[src/design/nsr_pkg.sv]
// Shared types, character codes and helpers for the NMEA sentence receiver.
// No dependencies; every other design file refers to this package by scope.
package nsr_pkg;

    // Default sizes
    localparam int FRAME_SLOTS_DEF = 8;
    localparam int MAX_LENGTH_DEF  = 82;

    // Frame geometry
    localparam int SLOT_BYTES = 128;
    localparam int OFF_W      = 7;
    localparam int LEN_W      = 7;
    localparam int DATA_W     = 32;

    // Statistic counters
    localparam int NUM_STATS  = 7;
    localparam int STAT_IDX_W = 3;
    localparam logic [STAT_IDX_W-1:0] STAT_VALID    = 3'd0;
    localparam logic [STAT_IDX_W-1:0] STAT_RELEASED = 3'd1;
    localparam logic [STAT_IDX_W-1:0] STAT_INVALID  = 3'd2;
    localparam logic [STAT_IDX_W-1:0] STAT_FORMAT   = 3'd3;
    localparam logic [STAT_IDX_W-1:0] STAT_CSUM     = 3'd4;
    localparam logic [STAT_IDX_W-1:0] STAT_TOO_LONG = 3'd5;
    localparam logic [STAT_IDX_W-1:0] STAT_OVERRUN  = 3'd6;

    // Character codes
    localparam logic [7:0] CH_CR    = 8'h0D;
    localparam logic [7:0] CH_LF    = 8'h0A;
    localparam logic [7:0] CH_START = 8'h24;
    localparam logic [7:0] CH_STAR  = 8'h2A;
    localparam logic [7:0] CH_ZERO  = 8'h30;
    localparam logic [7:0] CH_UPPER_A = 8'h41;

    // Item functions
    localparam logic [1:0] FUNC_RX      = 2'd0;
    localparam logic [1:0] FUNC_READ    = 2'd1;
    localparam logic [1:0] FUNC_RELEASE = 2'd2;
    localparam logic [1:0] FUNC_STAT    = 2'd3;

    // Per-byte parse outcome
    typedef enum logic [2:0] {
        EV_NONE      = 3'd0,
        EV_ACCEPTED  = 3'd1,
        EV_FORMAT    = 3'd2,
        EV_CHECKSUM  = 3'd3,
        EV_TOO_LONG  = 3'd4,
        EV_OVERRUN   = 3'd5
    } event_t;

    // Byte write into the current frame slot
    typedef struct packed {
        logic             en;
        logic [OFF_W-1:0] off;
        logic [7:0]       data;
    } store_t;

    // Good sentence handed to the ring
    typedef struct packed {
        logic             en;
        logic [LEN_W-1:0] len;
    } commit_t;

    // Uppercase ASCII hex digit of a nibble
    function automatic logic [7:0] hex_digit(input logic [3:0] v);
        logic [7:0] r;
        if (v < 4'd10)
            r = CH_ZERO + {4'b0000, v};
        else
            r = CH_UPPER_A + {4'b0000, v} - 8'd10;
        return r;
    endfunction

endpackage

[src/design/nsr_stats.sv]
// Seven wrapping 32-bit statistic counters with a read port by index.
// Depends on nsr_pkg.
module nsr_stats (
    input  logic                            clk,
    input  logic                            rst_n,
    input  nsr_pkg::event_t                 ev,
    input  logic                            rel,
    input  logic [nsr_pkg::OFF_W-1:0]       rd_idx,
    output logic [nsr_pkg::DATA_W-1:0]      rd_data
);

    logic [nsr_pkg::DATA_W-1:0] cnt_reg [nsr_pkg::NUM_STATS];
    logic [nsr_pkg::NUM_STATS-1:0] inc;

    // Which counters step for this beat
    always_comb
    begin
        inc = '0;
        case (ev)
            nsr_pkg::EV_ACCEPTED: inc[nsr_pkg::STAT_VALID] = 1'b1;
            nsr_pkg::EV_FORMAT:
            begin
                inc[nsr_pkg::STAT_FORMAT]  = 1'b1;
                inc[nsr_pkg::STAT_INVALID] = 1'b1;
            end
            nsr_pkg::EV_CHECKSUM:
            begin
                inc[nsr_pkg::STAT_CSUM]    = 1'b1;
                inc[nsr_pkg::STAT_INVALID] = 1'b1;
            end
            nsr_pkg::EV_TOO_LONG: inc[nsr_pkg::STAT_TOO_LONG] = 1'b1;
            nsr_pkg::EV_OVERRUN:  inc[nsr_pkg::STAT_OVERRUN]  = 1'b1;
            default:              inc = '0;
        endcase
        if (rel)
            inc[nsr_pkg::STAT_RELEASED] = 1'b1;
    end

    always_ff @(posedge clk or negedge rst_n)
    begin
        if (!rst_n)
        begin
            for (int i = 0; i < nsr_pkg::NUM_STATS; i++)
                cnt_reg[i] <= '0;
        end
        else
        begin
            for (int i = 0; i < nsr_pkg::NUM_STATS; i++)
                if (inc[i])
                    cnt_reg[i] <= cnt_reg[i] + nsr_pkg::DATA_W'(1);
        end
    end

    // Out-of-range index reads zero
    assign rd_data = (rd_idx < nsr_pkg::OFF_W'(nsr_pkg::NUM_STATS))
                     ? cnt_reg[rd_idx[nsr_pkg::STAT_IDX_W-1:0]] : '0;

endmodule

[config.mk]
export PLATFORM = sky130hd
export DESIGN_NAME = nsr_stats
export DESIGN_NICKNAME = d
export VERILOG_FILES = /design/src/design/nsr_pkg.sv /design/src/design/nsr_stats.sv
export SDC_FILE = /design/constraint.sdc
export NUM_CORES = 1
export LEC_CHECK = 0
export BUFFER_PORTS_ARGS = -buffer_cell sky130_fd_sc_hd__buf_2
export CORE_ASPECT_RATIO = 1.2
export CORE_MARGIN = 2
export CORE_UTILIZATION = 63
export CTS_CLUSTER_SIZE = 25
export DETAILED_ROUTE_END_ITERATION = 10
export GPL_ROUTABILITY_DRIVEN = 1
export PLACE_DENSITY = 0.81
export SLEW_MARGIN = 20
export SYNTH_ARGS = -nofsm -noshare
export SYNTH_HDL_FRONTEND = slang
export SYNTH_SLANG_ARGS = --single-unit
[constraint.sdc]
create_clock -name clk -period 2.4 [get_ports clk]
set_clock_uncertainty 0.15 [all_clocks]
set_input_delay 0 -clock clk [delete_from_list [all_inputs] [get_ports clk]]
set_output_delay 0 -clock clk [all_outputs]
set_load 0.005 [all_outputs]
==> results.py, run 1 <==
metrics = {
    "critical_path": {
        "cp_cell_sequence": "dlygate4sd3_1 > buf_2 > nand3b_4 > dlygate4sd3_1 > or4_1 > nor2_1 > xor2_1",
        "critPathSlowestCell": "dlygate4sd3_1",
        "cpMostUsedCell": "dlygate4sd3_1",
        "cp.arrival_ns": 2.50,
        "end_kind": "register",
        "critical_path_class": "input port to register",
        "reg2reg_depth": 5,
        "crit_fanout": 12,
        "required_ns": 2.70,
        "start_kind": "input port",
        "cpPeakStageDelay_ns": 0.64,
    },
    "global_routing": {
        "grt_usage_pct": 28.8,
        "grt_antenna_before_repair": 0,
        "grt_pass1_vias": 8976,
        "grt-ovfl-total": 0,
        "grt_first_pass_wirelength_mm": 46.2,
        "grt_max_degree": 75,
    },
    "place": {
        "place_ws_ns": 0.0634,
        "io_buffers": 44,
        "place.gp.congestion": 0.944,
        "dp_hpwl_mm": 19.9,
    },
    "detailed_routing": {
        "drcViolationCount": 0,
        "final_antenna_net_count": 0,
        "drt-total-wl_mm": 28.1,
        "dr.pass1.iters": 8,
        "wl_per_cell_um": 19.5,
        "vias": 8879,
        "via_per_inst": 6.17,
        "drtIter0Drc": 680,
    },
    "final_layout": {
        "largest_register_ffs": 224,
        "fillers": 1251,
        "syn_to_final_growth_pct": 13.3,
        "seqCellArea_mm2": 0.00561,
        "final_common_cell": "dfrtp_1",
        "final_cell_mix": "dfrtp_1, xnor2_1, xor2_1, nand2_1, nor2_1",
        "drive_above_1_share_pct": 14.8,
        "final_nets": 1186,
        "diodes": 0,
        "multi_input_area_mm2": 0.00618,
    },
    "yosys": {
        "syn_area_mm2": 0.0121,
        "ys_types": 43,
        "synth_ff_type": "dfrtp_1",
        "async_flop_share_pct": 100,
        "yosysSeqAreaShare_pct": 46.5,
        "syn_avg_cell_area_um2": 10.9,
        "yosysWarnings": 0,
        "synth-edff-count": 0,
        "synth.net_count": 1125,
        "netlist_instances": 1105,
        "ys_ff_latch": 224,
    },
    "clock_tree": {
        "cts_made_buffers": 24,
        "post-cts-setup-buffers": 0,
        "cts_htree_levels": 1,
        "clkLatencyLatePin_ns": 0.53,
        "cts_buffer_depth": 3,
        "clk_pin_slew_ns": 0.06,
        "cts_tree": "done",
        "clockRootBuffer": "clkbuf_16",
        "cts_sinks": 224,
    },
    "die": {
        "fp.dieW_um": 130,
        "start_util_pct": 64.2,
        "die_height_um": 156,
        "row_count": 55,
        "die_area_mm2": 0.0203,
        "io_pins": 45,
        "core_mm2": 0.0188,
    },
    "sta": {
        "post-route-period-util_pct": 91.8,
        "setup_viol": 0,
        "max_clock_freq_ghz": 0.454,
        "hold_viol": 0,
        "layout_setup_ws_ns": 0.196,
        "period_needed_ns": 2.20,
        "rsz0062_at_grt": "no",
        "tns_ns": 0,
        "slew_headroom_pct": 57.9,
        "worstMarginPinSlew_ns": 0.626,
        "finalMaxSlewViolations": 0,
    },
    "hold_path": {
        "hp-class": "input port to register",
        "min_path_cells": 3,
    },
    "pwr": {
        "power.density_mw_per_mm2": 710,
        "peakVddDrop_uv": 866,
        "p_leak_uw": 0.00628,
    },
    "job": {
        "cap_violations": 0,
    },
    "run_status": {
        "status": "completed",
    },
}
## layout make-up
cell class                      instances  share of cell area (%)
Clock buffer                           34                    5.20
Clock inverter                         10                    1.12
Inverter                               24                   0.660
Multi-Input combinational cell        809                    45.3
Sequential cell                       224                    41.1
Tap cell                              256                    2.35
Timing Repair Buffer                   83                    4.34
## kinds of logic (layout without fill, tap and decap cells)
| group | Yosys count | in the layout | share of synthesized area [%] |
|---|---|---|---|
| DFF | 224 | 224 | 46.5 |
| AOI/OAI and AO/OA | 34 | 34 | 2.39 |
| adders and majority gates | 7 | 7 | 0.727 |
| muxes | 101 | 101 | 11.8 |
| buffers and inverters | 72 | 151 | 2.43 |
| xor gates and xnor gates | 217 | 217 | 15.8 |
| and+or+nand+nor | 450 | 450 | 20.4 |
## cells in the mapped netlist, drive strengths merged (4+ instances only)
cell,number,share of area [%]
clkbuf,32,1.0
nand4,67,3.5
o2bb2ai,30,2.2
or4,7,0.47
dfrtp,224,47
xor2,92,6.7
inv,24,0.75
nor2,75,2.3
nor2b,4,0.21
mux4,32,6.0
and4,17,1.2
and2,9,0.47
nand2,81,2.5
mux2,7,0.65
or2,6,0.31
nand3,61,2.5
mux2i,62,5.1
xnor2,125,9.1
nor3,47,2.0
ha,7,0.73
buf,16,0.67
nor4,31,1.9
and3,30,1.6
## critical path: cells and delay by family
family                 cells  cell delay, ns
buffers and inverters      3            1.48
AND/OR/NAND/NOR            3            0.86
XOR/XNOR                   1            0.16
## per-stage QoR
stage / cells / total power (uW) / area (um^2) / utilization (%) / hold WS (ns)
2_1_floorplan: 1105 / 5260 / 12100 / - / -0.446
3_3_place_gp: 1389 / 5660 / 12700 / 67.6 / -0.142
3_5_place_dp: 1389 / 5720 / 12700 / 67.6 / -0.139
4_1_cts: 1440 / 9720 / 13600 / 72.6 / 0.140
5_1_grt: 1440 / 10100 / 13700 / 72.7 / 0.190
6_report: 1440 / 9690 / 13700 / 72.7 / 0.167
## repair_timing
item | 4_1_cts | 5_1_grt
hold buffers | 7 | 0
resized for setup | 0 | 2
setup endpoints to repair | 0 | 1
endpoints found under the hold margin | 255 | 0
## layer usage
metal / wire, um / up-vias / part of all wire, % / global-route usage, %
li1: - / 4081 / - / -
met2: 14000 / 245 / 50 / 46.8
met5: 0 / - / 0 / 0
met1: 11500 / 4481 / 41 / 39.2
met3: 1530 / 72 / 5.5 / 4.47
met4: 1050 / 0 / 3.7 / 11.4
## final timing paths
path	startpoint	endpoint	slack, ns
setup / recovery	ev[0]	cnt_reg[11]$_DFFE_PN0N_	0.20
hold / removal	rel	cnt_reg[160]$_DFFE_PN0P_	0.17
setup reg to reg	cnt_reg[0]$_DFFE_PN0N_	cnt_reg[28]$_DFFE_PN0N_	0.23
hold reg to reg	cnt_reg[95]$_DFFE_PN0N_	cnt_reg[95]$_DFFE_PN0N_	0.32
max in group asynchronous	rst_n	cnt_reg[209]$_DFFE_PN0N_	0.79
min in group asynchronous	rst_n	cnt_reg[93]$_DFFE_PN0N_	0.44
## where the power goes
| part | internal (uW) | total (uW) | switching [uW] |
|---|---|---|---|
| registers | 4100 | 4600 | 500 |
| clock network | 2480 | 4010 | 1520 |
| logic | 543 | 1080 | 539 |
| total | 7120 | 9690 | 2560 |
No activity file was read; power rests on OpenSTA's default activity.
==> inputs of run 2 (changes only) <==
--- a/config.mk
+++ b/config.mk
@@ -5,7 +5,7 @@
 export SDC_FILE = /design/constraint.sdc
 export NUM_CORES = 1
 export LEC_CHECK = 0
-export BUFFER_PORTS_ARGS = -buffer_cell sky130_fd_sc_hd__buf_2
+export BUFFER_PORTS_ARGS = -buffer_cell sky130_fd_sc_hd__buf_4
 export CORE_ASPECT_RATIO = 1.2
 export CORE_MARGIN = 2
 export CORE_UTILIZATION = 63
==> results.py, run 2 (synthesis gave the netlist of run 1 again) <==
metrics = {
    "run_status": {
        "status": "completed",
    },
    "place": {
        "io_buffers": 44,
        "place_area_mm2": 0.0128,
        "place.gp.congestion": 0.957,
        "dp.cells": 1387,
        "dp_hpwl_mm": 20.4,
    },
    "critical_path": {
        "cp_cell_sequence": "ha_1 > nand4b_4 > or4_1 > nor4_1 > xor2_1",
        "cp.arrival_ns": 2.54,
        "critical_path_class": "register to register",
        "cpPeakStageDelay_ns": 0.71,
        "crit_buf_inv": 0,
        "start_kind": "register",
        "critPathSlowestCell": "or4_1",
        "end_kind": "register",
        "crit_fanout": 7,
        "path_delay_family": "simple AND/OR/NAND/NOR gates",
        "required_ns": 2.69,
    },
    "die": {
        "core_mm2": 0.0188,
        "io_pins": 45,
        "start_util_pct": 64.2,
        "fp.dieW_um": 130,
        "die_area_mm2": 0.0203,
        "row_count": 55,
        "die_height_um": 156,
    },
    "pwr": {
        "power.density_mw_per_mm2": 678,
        "clock_power_share_pct": 38.2,
        "finalPower_uw": 9250,
        "power.internal_uw": 6730,
        "sequentialPowerShare_pct": 49.8,
        "peakVddDrop_uv": 646,
        "switching_share_pct": 27.3,
        "combPwrFrac_pct": 12.0,
        "p_leak_uw": 0.00622,
        "power.switching_uw": 2520,
    },
    "final_layout": {
        "final_nets": 1186,
        "largest_register_ffs": 224,
        "multi_input_area_mm2": 0.00617,
        "final_area_mm2": 0.0136,
        "final_cell_mix": "dfrtp_1, xnor2_1, xor2_1, nand2_1, nor2_1",
        "syn_to_final_growth_pct": 13.2,
        "drive_above_1_share_pct": 13.9,
        "fillers": 1292,
        "seqCellArea_mm2": 0.00561,
        "instances_no_fill": 1440,
        "final_common_cell": "dfrtp_1",
        "diodes": 0,
    },
    "sta": {
        "slew_headroom_pct": 61.9,
        "hold_viol": 0,
        "worstMarginPinSlew_ns": 0.566,
        "max_clock_freq_ghz": 0.446,
        "tns_ns": 0,
        "finalMaxSlewViolations": 0,
        "period_needed_ns": 2.24,
        "setup_viol": 0,
        "post-route-period-util_pct": 93.4,
        "rsz0062_at_grt": "no",
    },
    "global_routing": {
        "grt_max_degree": 62,
        "grt_pass1_vias": 8989,
        "grt_antenna_before_repair": 0,
        "grt_usage_pct": 29.5,
        "grt-ovfl-total": 0,
        "grt_first_pass_wirelength_mm": 47.0,
    },
    "detailed_routing": {
        "vias": 8936,
        "via_per_inst": 6.21,
        "drt-total-wl_mm": 28.7,
        "drcViolationCount": 0,
        "wl_per_cell_um": 19.9,
        "drtIter0Drc": 699,
        "dr.pass1.iters": 5,
        "final_antenna_net_count": 0,
    },
    "clock_tree": {
        "clkLatencyLatePin_ns": 0.51,
        "clockRootBuffer": "clkbuf_16",
        "clk_pin_slew_ns": 0.06,
        "cts_made_buffers": 24,
        "cts_buffer_depth": 3,
        "post-cts-setup-buffers": 0,
        "cts_sinks": 224,
        "cts_resized": 0,
        "cts_tree": "done",
        "cts_htree_levels": 1,
    },
    "hold_path": {
        "hp-class": "input port to register",
    },
    "job": {
        "cap_violations": 0,
    },
}
[run 2: timing repair]
action                     CTS  global route
setup endpoints to repair    0             0
hold buffers                 9             0
hold endpoints to repair   266             0
[run 2: layer usage]
layer,part of all wire (%),GRT usage (%)
met1,40,39.5
met5,0,0
met2,51,49.4
met4,3.7,10.6
met3,5.3,4.26
[run 2: worst min-delay path: stages]
cell and delay (ns):
dlygate4sd3_1 0.53, buf_4 0.15, xor2_1 0.07
[run 2: worst paths after layout]
check / to / slack, ns / cells past startpoint / startpoint
min: cnt_reg[160]$_DFFE_PN0P_ / 0.12 / 3 / rel
max in group asynchronous: cnt_reg[193]$_DFFE_PN0N_ / 1.12 / 4 / rst_n
min in group asynchronous: cnt_reg[29]$_DFFE_PN0N_ / 0.49 / 4 / rst_n
max: cnt_reg[26]$_DFFE_PN0N_ / 0.16 / 5 / cnt_reg[0]$_DFFE_PN0N_
max reg2reg: cnt_reg[26]$_DFFE_PN0N_ / 0.16 / 5 / cnt_reg[0]$_DFFE_PN0N_
min reg2reg: cnt_reg[95]$_DFFE_PN0N_ / 0.32 / 1 / cnt_reg[95]$_DFFE_PN0N_
[run 2: power by group through the flow]
stage,combinational [uW],sequential (uW),clock (uW)
after floorplan,776,4490,0
after global placement,1030,4630,0
after detailed placement,1080,4650,0
after CTS,1110,4590,3590
after global routing,1240,4650,3730
final,1110,4600,3540
[run 2: cell type report]
cell class	count	area share [%]
Tap cell	256	2.35
Clock inverter	2	0.0734
Timing Repair Buffer	83	5.19
Multi-Input combinational cell	809	45.2
Inverter	24	0.660
Sequential cell	224	41.1
Clock buffer	42	5.42
[run 2: per-stage QoR]
step	worst slack, ns	hold slack, ns	util [%]
after detailed placement	0.140	-0.190	68.1
after floorplan	0.347	-0.446	-
final	0.158	0.124	72.6
after CTS	0.138	0.109	72.6
after global routing	0.00704	0.130	72.6
after global placement	0.189	-0.191	68.1
