**config.mk**
```make
export PLATFORM = sky130hd
export DESIGN_NAME = nsr_parser
export DESIGN_NICKNAME = d
export VERILOG_FILES = /design/src/design/nsr_pkg.sv /design/src/design/nsr_parser.sv
export SDC_FILE = /design/constraint.sdc
export NUM_CORES = 1
export LEC_CHECK = 0
export BUFFER_PORTS_ARGS = -buffer_cell sky130_fd_sc_hd__buf_4
export CAP_MARGIN = 0
export CORE_MARGIN = 4
export CORE_UTILIZATION = 45
export DETAILED_ROUTE_END_ITERATION = 10
export HOLD_SLACK_MARGIN = 0.15
export PLACE_DENSITY = 0.72
export SLEW_MARGIN = 10
export SYNTH_ARGS = -nofsm -noshare
export SYNTH_HDL_FRONTEND = slang
export SYNTH_SLANG_ARGS = --single-unit
```
**constraint.sdc**
```tcl
create_clock -name clk -period 6 [get_ports clk]
set_input_delay 1.5 -clock clk [delete_from_list [all_inputs] [get_ports clk]]
set_output_delay 1.5 -clock clk [all_outputs]
set_load 0.01 [all_outputs]
```
**src/design/nsr_pkg.sv**
```systemverilog
// Shared types, character codes and helpers for the NMEA sentence receiver.
// No dependencies; every other design file refers to this package by scope.
package nsr_pkg;

    // Default sizes
    localparam int FRAME_SLOTS_DEF = 8;
    localparam int MAX_LENGTH_DEF  = 82;

    // Frame geometry
    localparam int SLOT_BYTES = 128;
    localparam int OFF_W      = 7;
    localparam int LEN_W      = 7;
    localparam int DATA_W     = 32;

    // Statistic counters
    localparam int NUM_STATS  = 7;
    localparam int STAT_IDX_W = 3;
    localparam logic [STAT_IDX_W-1:0] STAT_VALID    = 3'd0;
    localparam logic [STAT_IDX_W-1:0] STAT_RELEASED = 3'd1;
    localparam logic [STAT_IDX_W-1:0] STAT_INVALID  = 3'd2;
    localparam logic [STAT_IDX_W-1:0] STAT_FORMAT   = 3'd3;
    localparam logic [STAT_IDX_W-1:0] STAT_CSUM     = 3'd4;
    localparam logic [STAT_IDX_W-1:0] STAT_TOO_LONG = 3'd5;
    localparam logic [STAT_IDX_W-1:0] STAT_OVERRUN  = 3'd6;

    // Character codes
    localparam logic [7:0] CH_CR    = 8'h0D;
    localparam logic [7:0] CH_LF    = 8'h0A;
    localparam logic [7:0] CH_START = 8'h24;
    localparam logic [7:0] CH_STAR  = 8'h2A;
    localparam logic [7:0] CH_ZERO  = 8'h30;
    localparam logic [7:0] CH_UPPER_A = 8'h41;

    // Item functions
    localparam logic [1:0] FUNC_RX      = 2'd0;
    localparam logic [1:0] FUNC_READ    = 2'd1;
    localparam logic [1:0] FUNC_RELEASE = 2'd2;
    localparam logic [1:0] FUNC_STAT    = 2'd3;

    // Per-byte parse outcome
    typedef enum logic [2:0] {
        EV_NONE      = 3'd0,
        EV_ACCEPTED  = 3'd1,
        EV_FORMAT    = 3'd2,
        EV_CHECKSUM  = 3'd3,
        EV_TOO_LONG  = 3'd4,
        EV_OVERRUN   = 3'd5
    } event_t;

    // Byte write into the current frame slot
    typedef struct packed {
        logic             en;
        logic [OFF_W-1:0] off;
        logic [7:0]       data;
    } store_t;

    // Good sentence handed to the ring
    typedef struct packed {
        logic             en;
        logic [LEN_W-1:0] len;
    } commit_t;

    // Uppercase ASCII hex digit of a nibble
    function automatic logic [7:0] hex_digit(input logic [3:0] v);
        logic [7:0] r;
        if (v < 4'd10)
            r = CH_ZERO + {4'b0000, v};
        else
            r = CH_UPPER_A + {4'b0000, v} - 8'd10;
        return r;
    endfunction

endpackage

```
**src/design/nsr_parser.sv**
```systemverilog
// Sentence parser: sync, '$' start, checksum up to '*', tail checks at LF.
// Depends on nsr_pkg.
module nsr_parser #(
    parameter int MAX_LENGTH = nsr_pkg::MAX_LENGTH_DEF
) (
    input  logic                clk,
    input  logic                rst_n,
    input  logic                byte_valid,
    input  logic [7:0]          rx_byte,
    input  logic                ring_full,
    output nsr_pkg::event_t     ev,
    output nsr_pkg::store_t     store,
    output nsr_pkg::commit_t    commit
);

    typedef enum logic [1:0] {
        PS_SYNCH,
        PS_IDLE,
        PS_READ,
        PS_EOF
    } pstate_t;

    localparam logic [nsr_pkg::LEN_W-1:0] MAX_LEN = nsr_pkg::LEN_W'(MAX_LENGTH);
    localparam logic [nsr_pkg::LEN_W-1:0] MIN_LEN = nsr_pkg::LEN_W'(5);

    pstate_t                     state_reg, state_next;
    logic [7:0]                  csum_reg, csum_next;
    logic [nsr_pkg::LEN_W-1:0]   len_reg, len_next;
    logic [31:0]                 tail_reg, tail_next;
    logic                        dropped_reg, dropped_next;

    logic [nsr_pkg::LEN_W-1:0]   len_inc;
    logic [31:0]                 tail_shift;
    logic [7:0]                  fifth;
    logic                        fmt_bad;
    logic                        sum_bad;

    assign len_inc    = len_reg + nsr_pkg::LEN_W'(1);
    assign tail_shift = {tail_reg[23:0], rx_byte};
    assign fifth      = tail_reg[31:24];

    // Tail before the LF: newest is CR, then low digit, high digit, '*'
    assign fmt_bad = (len_inc < MIN_LEN) || (tail_reg[7:0] != nsr_pkg::CH_CR)
                     || (fifth != nsr_pkg::CH_STAR);
    assign sum_bad = (tail_reg[15:8] != nsr_pkg::hex_digit(csum_reg[3:0]))
                     || (tail_reg[23:16] != nsr_pkg::hex_digit(csum_reg[7:4]));

    // Next state per received byte
    always_comb
    begin
        state_next   = state_reg;
        csum_next    = csum_reg;
        len_next     = len_reg;
        tail_next    = tail_reg;
        dropped_next = dropped_reg;
        ev           = nsr_pkg::EV_NONE;
        store        = '0;
        commit       = '0;
        if (byte_valid)
        begin
            case (state_reg)
                PS_SYNCH:
                begin
                    if (rx_byte == nsr_pkg::CH_LF)
                        state_next = PS_IDLE;
                end
                PS_IDLE:
                begin
                    if (rx_byte == nsr_pkg::CH_START)
                    begin
                        dropped_next = ring_full;
                        csum_next    = '0;
                        len_next     = nsr_pkg::LEN_W'(1);
                        tail_next    = {24'd0, rx_byte};
                        store.en     = !ring_full;
                        store.off    = '0;
                        store.data   = rx_byte;
                        state_next   = PS_READ;
                    end
                end
                PS_READ:
                begin
                    len_next   = len_inc;
                    tail_next  = tail_shift;
                    store.en   = !dropped_reg;
                    store.off  = len_reg;
                    store.data = rx_byte;
                    if (len_inc >= MAX_LEN)
                    begin
                        ev         = nsr_pkg::EV_TOO_LONG;
                        state_next = PS_SYNCH;
                    end
                    else if (rx_byte == nsr_pkg::CH_STAR)
                        state_next = PS_EOF;
                    else
                        csum_next = csum_reg ^ rx_byte;
                end
                PS_EOF:
                begin
                    len_next   = len_inc;
                    tail_next  = tail_shift;
                    store.en   = !dropped_reg;
                    store.off  = len_reg;
                    store.data = rx_byte;
                    if (rx_byte != nsr_pkg::CH_LF)
                    begin
                        if (len_inc >= MAX_LEN)
                        begin
                            ev         = nsr_pkg::EV_TOO_LONG;
                            state_next = PS_SYNCH;
                        end
                    end
                    else
                    begin
                        state_next = PS_IDLE;
                        if (fmt_bad)
                            ev = nsr_pkg::EV_FORMAT;
                        else if (sum_bad)
                            ev = nsr_pkg::EV_CHECKSUM;
                        else if (dropped_reg)
                            ev = nsr_pkg::EV_OVERRUN;
                        else
                        begin
                            ev         = nsr_pkg::EV_ACCEPTED;
                            commit.en  = 1'b1;
                            commit.len = len_inc;
                        end
                    end
                end
                default:
                begin
                    state_next = PS_SYNCH;
                end
            endcase
        end
    end

    // Parser state
    always_ff @(posedge clk or negedge rst_n)
    begin
        if (!rst_n)
        begin
            state_reg   <= PS_SYNCH;
            csum_reg    <= '0;
            len_reg     <= '0;
            tail_reg    <= '0;
            dropped_reg <= 1'b0;
        end
        else
        begin
            state_reg   <= state_next;
            csum_reg    <= csum_next;
            len_reg     <= len_next;
            tail_reg    <= tail_next;
            dropped_reg <= dropped_next;
        end
    end

endmodule

```
==> results of run 1 <==
==> cells by family (layout without fill, tap and decap cells) <==
| group | Yosys count | count (layout) | share of synthesized area (%) |
|---|---|---|---|
| AOI/OAI and AO/OA | 83 | 83 | 21.73 |
| xor gates and xnor gates | 10 | 10 | 3.079 |
| adders and majority gates | 4 | 4 | 1.760 |
| buffers and inverters | 35 | 62 | 5.323 |
| DFF | 50 | 50 | 43.99 |
| muxes | 6 | 6 | 2.156 |
| and+or+nand+nor | 118 | 118 | 21.95 |
==> worst paths after layout <==
kind,slack [ps],to,cells after the start
min in group asynchronous,1210,len_reg[2],1
worst min-delay path,510,tail_reg[25],1
worst min register to register,510,tail_reg[25],1
worst max-delay path,1250,store[15],6
worst max register to register,3240,state_reg[1],7
max in group asynchronous,4370,tail_reg[31],1
==> cell type report <==
class / instances / area share, %
clock buffers: 5 / 2.128
inverters: 14 / 1.625
repair buffers: 40 / 9.288
multi-input cells: 221 / 44.70
flip-flops and latches: 50 / 38.70
clock inverters: 3 / 0.6579
well taps: 75 / 2.902
==> report_power, final <==
| part | switching, mW | internal (mW) |
|---|---|---|
| combinational | 0.0778 | 0.0666 |
| clock | 0.111 | 0.0821 |
| sequential | 0.0577 | 0.380 |
==> cells in the mapped netlist, types with 5 or more instances <==
library cell and n:
and3_1 9, a22o_1 21, xnor2_1 6, inv_1 14, nand2_1 47, dfrtp_1 50, o21ai_0 19, clkbuf_1 13
nor2_1 18, nand3_1 5, a21oi_1 10, nor3_1 5, mux2i_1 5
==> worst max-delay path, stage by stage <==
cell      delay [ps]
buf_4            110
nor4_2           520
and3_1           280
nand3b_1         390
o22ai_1          290
buf_4            160
==> cells in the final DEF (no fill, tap or decap), types with 5 or more instances in the layout <==
master / instances
a21oi_1: 10
a22o_1: 21
and3_1: 9
buf_4: 40
clkbuf_8: 5
dfrtp_1: 50
inv_1: 14
mux2i_1: 5
nand2_1: 47
nand3_1: 5
nor2_1: 18
nor3_1: 5
o21ai_0: 19
xnor2_1: 6
==> stage by stage <==
stage	std cells	util, %
after floorplan	306	-
after global placement	400	52.16
after detailed placement	400	52.16
after CTS	408	53.65
after global routing	408	53.65
final	408	53.65
==> metal layers <==
layer,global-route usage (%),vias to the layer above,wire [um]
met5,0,-,0
met4,3.766,0,47
met3,3.027,6,291
met2,29.45,66,3180
met1,28.87,1142,3326
li1,-,1153,-
==> qor.yml, run 1 <==
boundaryPins: 39
multiInputGateArea_um2: 1445
drv_cap: 0
grt_pass1_wl_um: 11630
place_area_um2: 3143
cts_buffers: 5
syn_area_um2: 2844
route.vias.total: 2367
r2r-start: "len_reg[0]"
yosysSeqAreaShare_pct: 43.99
synth_edf_count: 0
fin_area_um2: 3233
dp_hpwl_um: 5056
synth.largest_area_cell: "dfrtp_1"
gp_congestion: 0.9083
area_delta_synth_final_pct: 13.68
power.density_nw_per_um2: 239.9
cts_resized: 0
hp-class: "flip-flop to flip-flop"
die_h_um: 87.50
regArea_um2: 1251
startpoint_type: "input pin"
timing.slew.headroom_pct: 32.38
crit_type: "input pin to output port"
pre_cts_slack_ps: 1245
netlist_instances: 306
dieArea_um2: 7656
final-hold-violation-count: 0
cts_root_buf: "clkbuf_8"
grt_overflow: 0
drive_gt1_share_pct: 16.82
clkLatencyLatePin_ps: 300
start_util_pct: 47.20
power.total_uw: 775.6
fin_crit_sh_pct: 79.13
p_leak_nw: 1.526
whs_ps: 513.1
die_w_um: 87.50
fmax_ghz: 0.2106
num_rows: 28
core-area_um2: 6026
clk_pin_slew_ps: 90
async_reset_ff_share_pct: 100.0
grt_util_all_layers_pct: 19.21
cts_buffer_depth: 2
required_ps: 4500
drt-initial-drc-count: 192
arrival_ps: 3250
syn_nets: 322
syn_avg_cell_area_um2: 9.294
setup_viol: 0
routed_wl_um: 6846
layout_min_cycle_time_ps: 4748
cts_setup_buffers: 0
skew_ps: 8.246
synth_top_area_share_pct: 43.99
io_buffers: 38
antenna_left: 0
h-tree-depth: 2
wl_per_cell_um: 16.78
synth_seq_cells: 50
hp-start: "tail_reg[25]"
worstSetupStartpoint: "rx_byte[0]"
peakVddDrop_mv: 0.1168
postCtsHoldBufs: 0
drc: 0
antenna_found_initial: 0
rsz0062_at_grt: "false"
firstDrtPassIters: 4
largest_reg_flops: 32
grt_max_degree: 51
endpoint_kind: "output port"
ys_top_cells_by_area: "dfrtp_1, a22o_1, nand2_1"
clock-sinks: 50
fin_tns_setup_ps: 0
tightest_slew_ps: 1014
fillCellCount: 557
synthesis.yosys.warnings: 0
vias_per_cell: 5.801
path_max_fanout: 13
slew_violations: 0
synth_cell_types: 56
synth-main-ff-cell: "dfrtp_1"
nNetsFinal: 348
antenna_cells: 0
status: "finished, final reports clean"
first_global_vias: 2264
cts_tree: "done"
finalWorstSetupSlack_ps: 1252
Note: power is estimated with default switching activity, not from simulation.
==> run 2, diff against run 1 <==
==> constraint.sdc (replaced) <==
create_clock -name clk -period 4.67 [get_ports clk]
set_input_delay 1.1675 -clock clk [delete_from_list [all_inputs] [get_ports clk]]
set_output_delay 1.1675 -clock clk [all_outputs]
set_load 0.01 [all_outputs]
==> qor.yml, run 2 (synthesized netlist as in run 1, its figures left out) <==
h-tree-depth: 2  # unchanged
gp_congestion: 0.9024  # -0.65%
slew_violations: 0  # unchanged
startpoint_type: "input pin"
dieArea_um2: 7656  # unchanged
drive_gt1_share_pct: 17.31  # +0.50 points
postCtsHoldBufs: 0  # unchanged
area_delta_synth_final_pct: 15.88
path_cells: "buf_4 -> nor4_2 -> and3_1 -> nand3b_1 -> o22ai_1 -> buf_4"
clock-sinks: 50  # unchanged
grt_max_degree: 51  # unchanged
dp_hpwl_um: 4896  # -3.2%
rsz0062_at_grt: "false"
first_global_vias: 2275  # +0.49%
peakVddDrop_mv: 0.1917  # +64%
ff2ff_path_depth: 8  # +1
cts_tree: "done"
power.density_nw_per_um2: 334.6  # +40%
tightest_slew_ps: 831.1  # -183.3 ps
routed_wl_um: 6713  # -1.9%
vias_per_cell: 5.676  # -2.2%
internal-power_uw: 788.4  # +49%
clk_pin_slew_ps: 80  # about the same
required_ps: 3500  # -1000 ps
grt_util_all_layers_pct: 19.01  # -0.19 points
cts_buffer_depth: 2  # unchanged
drt-initial-drc-count: 227  # +18%
nNetsFinal: 350  # +0.57%
io_buffers: 38  # unchanged
path_max_fanout: 13  # unchanged
cts_setup_buffers: 0  # unchanged
cts_resized: 0  # unchanged
firstDrtPassIters: 4  # unchanged
cpMaxStageDelayCell: "nor4_2"
setup_viol: 0  # unchanged
drv_cap: 0  # unchanged
core-area_um2: 6026  # unchanged
largest_reg_flops: 32  # unchanged
endpoint_kind: "output port"
fillCellCount: 555  # -0.36%
fin_tns_setup_ps: 0  # unchanged
hp-class: "flip-flop to flip-flop"
final-hold-violation-count: 0  # unchanged
regArea_um2: 1251  # unchanged
fmax_ghz: 0.2476
final_common_cell: "dfrtp_1"
start_util_pct: 47.20  # unchanged
cts_root_buf: "clkbuf_8"
die_h_um: 87.50  # unchanged
wl_per_cell_um: 16.37  # -2.4%
die_w_um: 87.50  # unchanged
timing.slew.headroom_pct: 44.59  # +12 points
antenna_found_initial: 0  # unchanged
layout_min_cycle_time_ps: 4039
swShare_pct: 28.52  # -3.3 points
power_frac_seq_pct: 50.9  # -5.5 points
slowest_delay_ps: 500  # -20 ps
cp_common_cell: "buf_4"
route.vias.total: 2327  # -1.7%
p_leak_nw: 1.560  # +2.2%
combPwrFrac_pct: 16.7  # -1.9 points
whs_ps: 506.7  # -6.367 ps
grt_pass1_wl_um: 11610  # -0.12%
cts_buffers: 5  # unchanged
antenna_cells: 0  # unchanged
clkLatencyLatePin_ps: 300  # about the same
hold-path-cell-count: 1  # unchanged
fin_crit_sh_pct: 86.50
p_switching_uw: 314.5  # +27%
multiInputGateArea_um2: 1445  # unchanged
arrival_ps: 2870  # -380 ps
boundaryPins: 39  # unchanged
status: "finished, final reports clean"
skew_ps: 9.223  # +0.9765 ps
grt_overflow: 0  # unchanged
antenna_left: 0  # unchanged
power.total_mw: 1.103  # +42%
num_rows: 28  # unchanged
crit_type: "input pin to output port"
drc: 0  # unchanged
final_cell_mix: "dfrtp_1, nand2_1, buf_4, a22o_1, o21ai_0"
pwr-share-clk_pct: 32.4  # +7.5 points
-- run 2: per-stage QoR --
step,cells,util [%],area [um2],setup WS [ps]
final,410,54.69,3296,630.7
after global routing,410,54.69,3296,430.3
after CTS,410,54.69,3296,640.0
after detailed placement,402,52.41,3158,628.4
after global placement,402,52.41,3158,643.9
after floorplan,306,-,2844,1066
-- run 2: area by class of cell --
class,instances,share of cell area (%)
Timing Repair Buffer,42,9.567
Sequential cell,50,37.97
Clock inverter,3,2.088
Clock buffer,5,2.088
Multi-Input combinational cell,221,43.85
Inverter,14,1.595
Tap cell,75,2.847
-- run 2: worst max-delay path, delay by kind of cell --
family | cells | cell delay (ps)
buffers and inverters | 2 | 280
AND/OR/NAND/NOR | 3 | 1150
AO/OA/AOI/OAI | 1 | 280
-- run 2: per-layer routing --
layer | up-vias | global-route usage [%] | wire length (um)
met4 | 0 | 5.021 | 65
met2 | 61 | 28.84 | 3094
met3 | 7 | 3.027 | 368
met5 | - | 0 | 0
li1 | 1155 | - | -
met1 | 1104 | 28.29 | 3185
-- run 2: power by group through the flow --
stage               Combinational (mW)  Clock [mW]  Sequential [mW]
global placement                 0.180           0            0.567
finish                           0.185       0.357            0.561
detailed placement               0.185           0            0.568
global route                     0.210       0.385            0.572
CTS                              0.185       0.364            0.560
floorplan                        0.144           0            0.539
-- run 2: worst paths after layout --
path                              start           end  slack [ps]
max                          rx_byte[0]     store[15]         630
min                        tail_reg[25]  tail_reg[25]         510
max reg2reg                  len_reg[0]   csum_reg[4]        2490
min reg2reg                tail_reg[25]  tail_reg[25]         510
max in group asynchronous         rst_n  tail_reg[12]        3370
min in group asynchronous         rst_n   tail_reg[5]         880
==> run 3, diff against run 2 <==
--- a/config.mk
+++ b/config.mk
@@ -5,6 +5,7 @@
 export SDC_FILE = /design/constraint.sdc
 export NUM_CORES = 1
 export LEC_CHECK = 0
+export ABC_AREA = 1
 export BUFFER_PORTS_ARGS = -buffer_cell sky130_fd_sc_hd__buf_4
 export CAP_MARGIN = 0
 export CORE_MARGIN = 4
==> qor.yml, run 3 <==
largest_reg_flops: 32  # unchanged
synth_top_area_share_pct: 40.90  # -3.1 points
area_delta_synth_final_pct: 13.99
num_rows: 29  # +3.6%
setup_viol: 0  # unchanged
timing.slew.headroom_pct: 33.94  # -11 points
synthesis.yosys.warnings: 0  # unchanged
slowest_delay_ps: 250  # -250 ps
synth_seq_cells: 50  # unchanged
synth_edf_count: 0  # unchanged
synth_top_family_by_area: "simple AND/OR/NAND/NOR gates"
antenna_found_initial: 0  # unchanged
tightest_slew_ps: 988.4  # +157.4 ps
dr.max_layer_used: "met4"
placed_cells: 524  # +30%
vias_per_cell: 5.370  # -5.4%
firstDrtPassIters: 5  # +1
grt_pass1_wl_um: 13280  # +14%
first_global_vias: 2786  # +22%
power.density_nw_per_um2: 581.6  # +74%
drc: 0  # unchanged
wl_per_cell_um: 14.75  # -9.9%
synth-main-ff-cell: "dfrtp_1"
cts_buffer_depth: 2  # unchanged
fin_area_um2: 3487  # +5.8%
die_w_um: 90.45  # +3.4%
yosysSeqAreaShare_pct: 40.90  # -3.1 points
syn_area_um2: 3059  # +7.6%
met2_length_um: 3641  # +18%
dieArea_um2: 8181  # +6.9%
cp_common_cell: "inv_1"
start_util_pct: 47.37  # +0.17 points
cts_resized: 0  # unchanged
yosysMostFrequentCell: "nand2_1"
endpoint_kind: "output port"
cts_setup_buffers: 0  # unchanged
h-tree-depth: 2  # unchanged
skew_ps: 13.31  # +4.087 ps
clk_pin_slew_ps: 90  # about the same
rsz0062_at_grt: "false"
antenna_left: 0  # unchanged
drv_cap: 0  # unchanged
hp-class: "flip-flop to flip-flop"
cts_tree: "done"
path_cells: "buf_4 -> inv_1 -> nand4_1 -> inv_1 -> nand4_1 -> nor2_1 -> inv_1 -> nor2_1 -> nand2_1 -> nor3_1 -> buf_4"
fin_crit_sh_pct: 80.63  # -5.9 points
synth_compound_area_share_pct: 11.90  # -9.8 points
synth-simple-area-share_pct: 31.62  # +9.7 points
cts_root_buf: "clkbuf_8"
wl_met3_um: 374  # +1.6%
synth.largest_area_cell: "dfrtp_1"
fin_tns_setup_ps: 0  # unchanged
fillCellCount: 632  # +14%
met1Wirelength_um: 3711  # +17%
grt_max_degree: 51  # unchanged
startpoint_type: "input pin"
layout_min_cycle_time_ps: 3766  # -273.7 ps
whs_ps: 507.8  # +1.069 ps
synth_fa_ha_area_share_pct: 1.636  # -0.12 points
syn_nets: 436  # +35%
ys_top_cells_by_area: "dfrtp_1, nand2_1, inv_1"
clock-sinks: 50  # unchanged
dp_hpwl_um: 5950  # +22%
status: "finished, final reports clean"
drt-initial-drc-count: 158  # -30%
synth_cell_types: 37  # -34%
arrival_ps: 2600  # -270 ps
final_cell_mix: "nand2_1, inv_1, dfrtp_1, buf_4, nor2_1"
netlist_instances: 420  # +37%
io_buffers: 38  # unchanged
final_cells: 532  # +30%
cts_buffers: 5  # unchanged
grt_overflow: 0  # unchanged
boundaryPins: 39  # unchanged
path_max_fanout: 9  # -4
synth_xor_area_share_pct: 2.004  # -1.1 points
async_reset_ff_share_pct: 100.0  # unchanged
syn_avg_cell_area_um2: 7.284  # -22%
cpMaxStageDelayCell: "nor3_1"
clkLatencyLatePin_ps: 310  # about the same
core-area_um2: 6459  # +7.2%
p_leak_nw: 1.756  # +13%
die_h_um: 90.45  # +3.4%
grt_util_all_layers_pct: 19.92  # +0.91 points
final_common_cell: "nand2_1"
crit_type: "input pin to output port"
peakVddDrop_mv: 0.2951  # +54%
final-hold-violation-count: 0  # unchanged
routed_wl_um: 7845  # +17%
slew_violations: 0  # unchanged
synth_commonest_cells: "nand2_1, inv_1, dfrtp_1"
route.vias.total: 2857  # +23%
fmax_ghz: 0.2656  # +7.3%
gp_congestion: 0.8624  # -4.4%
required_ps: 3500  # about the same
muxShareOfSynthArea_pct: 0  # -2.2 points
antenna_cells: 0  # unchanged
drive_gt1_share_pct: 15.82  # -1.5 points
place_area_um2: 3381  # +7.1%
nNetsFinal: 470  # +34%
postCtsHoldBufs: 0  # unchanged
-- run 3: per-layer routing --
layer | track usage [%] | vias to the layer above
met5 | 0 | -
met4 | 7.270 | 0
met3 | 3.250 | 12
met2 | 31.55 | 79
met1 | 27.47 | 1333
li1 | - | 1433
-- run 3: kinds of logic (layout without fill, tap and decap cells) --
group / count (synthesis) / after routing
flip-flops: 50 / 50
buffers and inverters: 90 / 125
AND/OR/NAND/NOR: 208 / 208
XOR/XNOR: 7 / 7
adder cells (fa/ha/maj): 4 / 4
AO/OA/AOI/OAI: 61 / 61
-- run 3: path summary, 6_finish.rpt --
check	startpoint	endpoint	slack, ps	depth (start not counted)
min in group asynchronous	rst_n	len_reg[2]	870	1
setup / recovery	rx_byte[2]	commit[4]	900	11
setup reg to reg	len_reg[0]	csum_reg[6]	2570	11
hold reg to reg	tail_reg[29]	tail_reg[29]	510	2
max in group asynchronous	rst_n	tail_reg[11]	3360	1
hold / removal	tail_reg[29]	tail_reg[29]	510	2
-- run 3: power by group --
part,total (mW),switching (mW),internal (mW),leakage (nW)
logic,0.968,0.639,0.330,1.05
registers,0.753,0.148,0.605,0.652
clock network,0.307,0.146,0.161,0.0524
-- run 3: cell type report --
cell class                      instances  area (um2)  area share [%]
Multi-Input combinational cell        280        1443           41.37
Sequential cell                        50        1251           35.88
Inverter                               78       297.8           8.540
Timing Repair Buffer                   39       292.8           8.396
Tap cell                               77       96.34           2.763
Clock buffer                            7       76.32           2.189
Clock inverter                          1       30.03          0.8611
-- run 3: stage by stage --
stage          utilization [%]  setup slack (ps)  power, mW
3_5_place_dp             52.34             900.9      1.717
3_3_place_gp             52.34             985.3      1.697
5_1_grt                  53.99             664.7      2.214
6_report                 53.99             904.4      2.028
2_1_floorplan                -              1276      1.475
4_1_cts                  53.99             898.3      2.032
-- run 3: worst max-delay path: cells and delay by family --
family | cells | cell delay (ps)
and+or+nand+nor | 6 | 930
buffers and inverters | 5 | 510
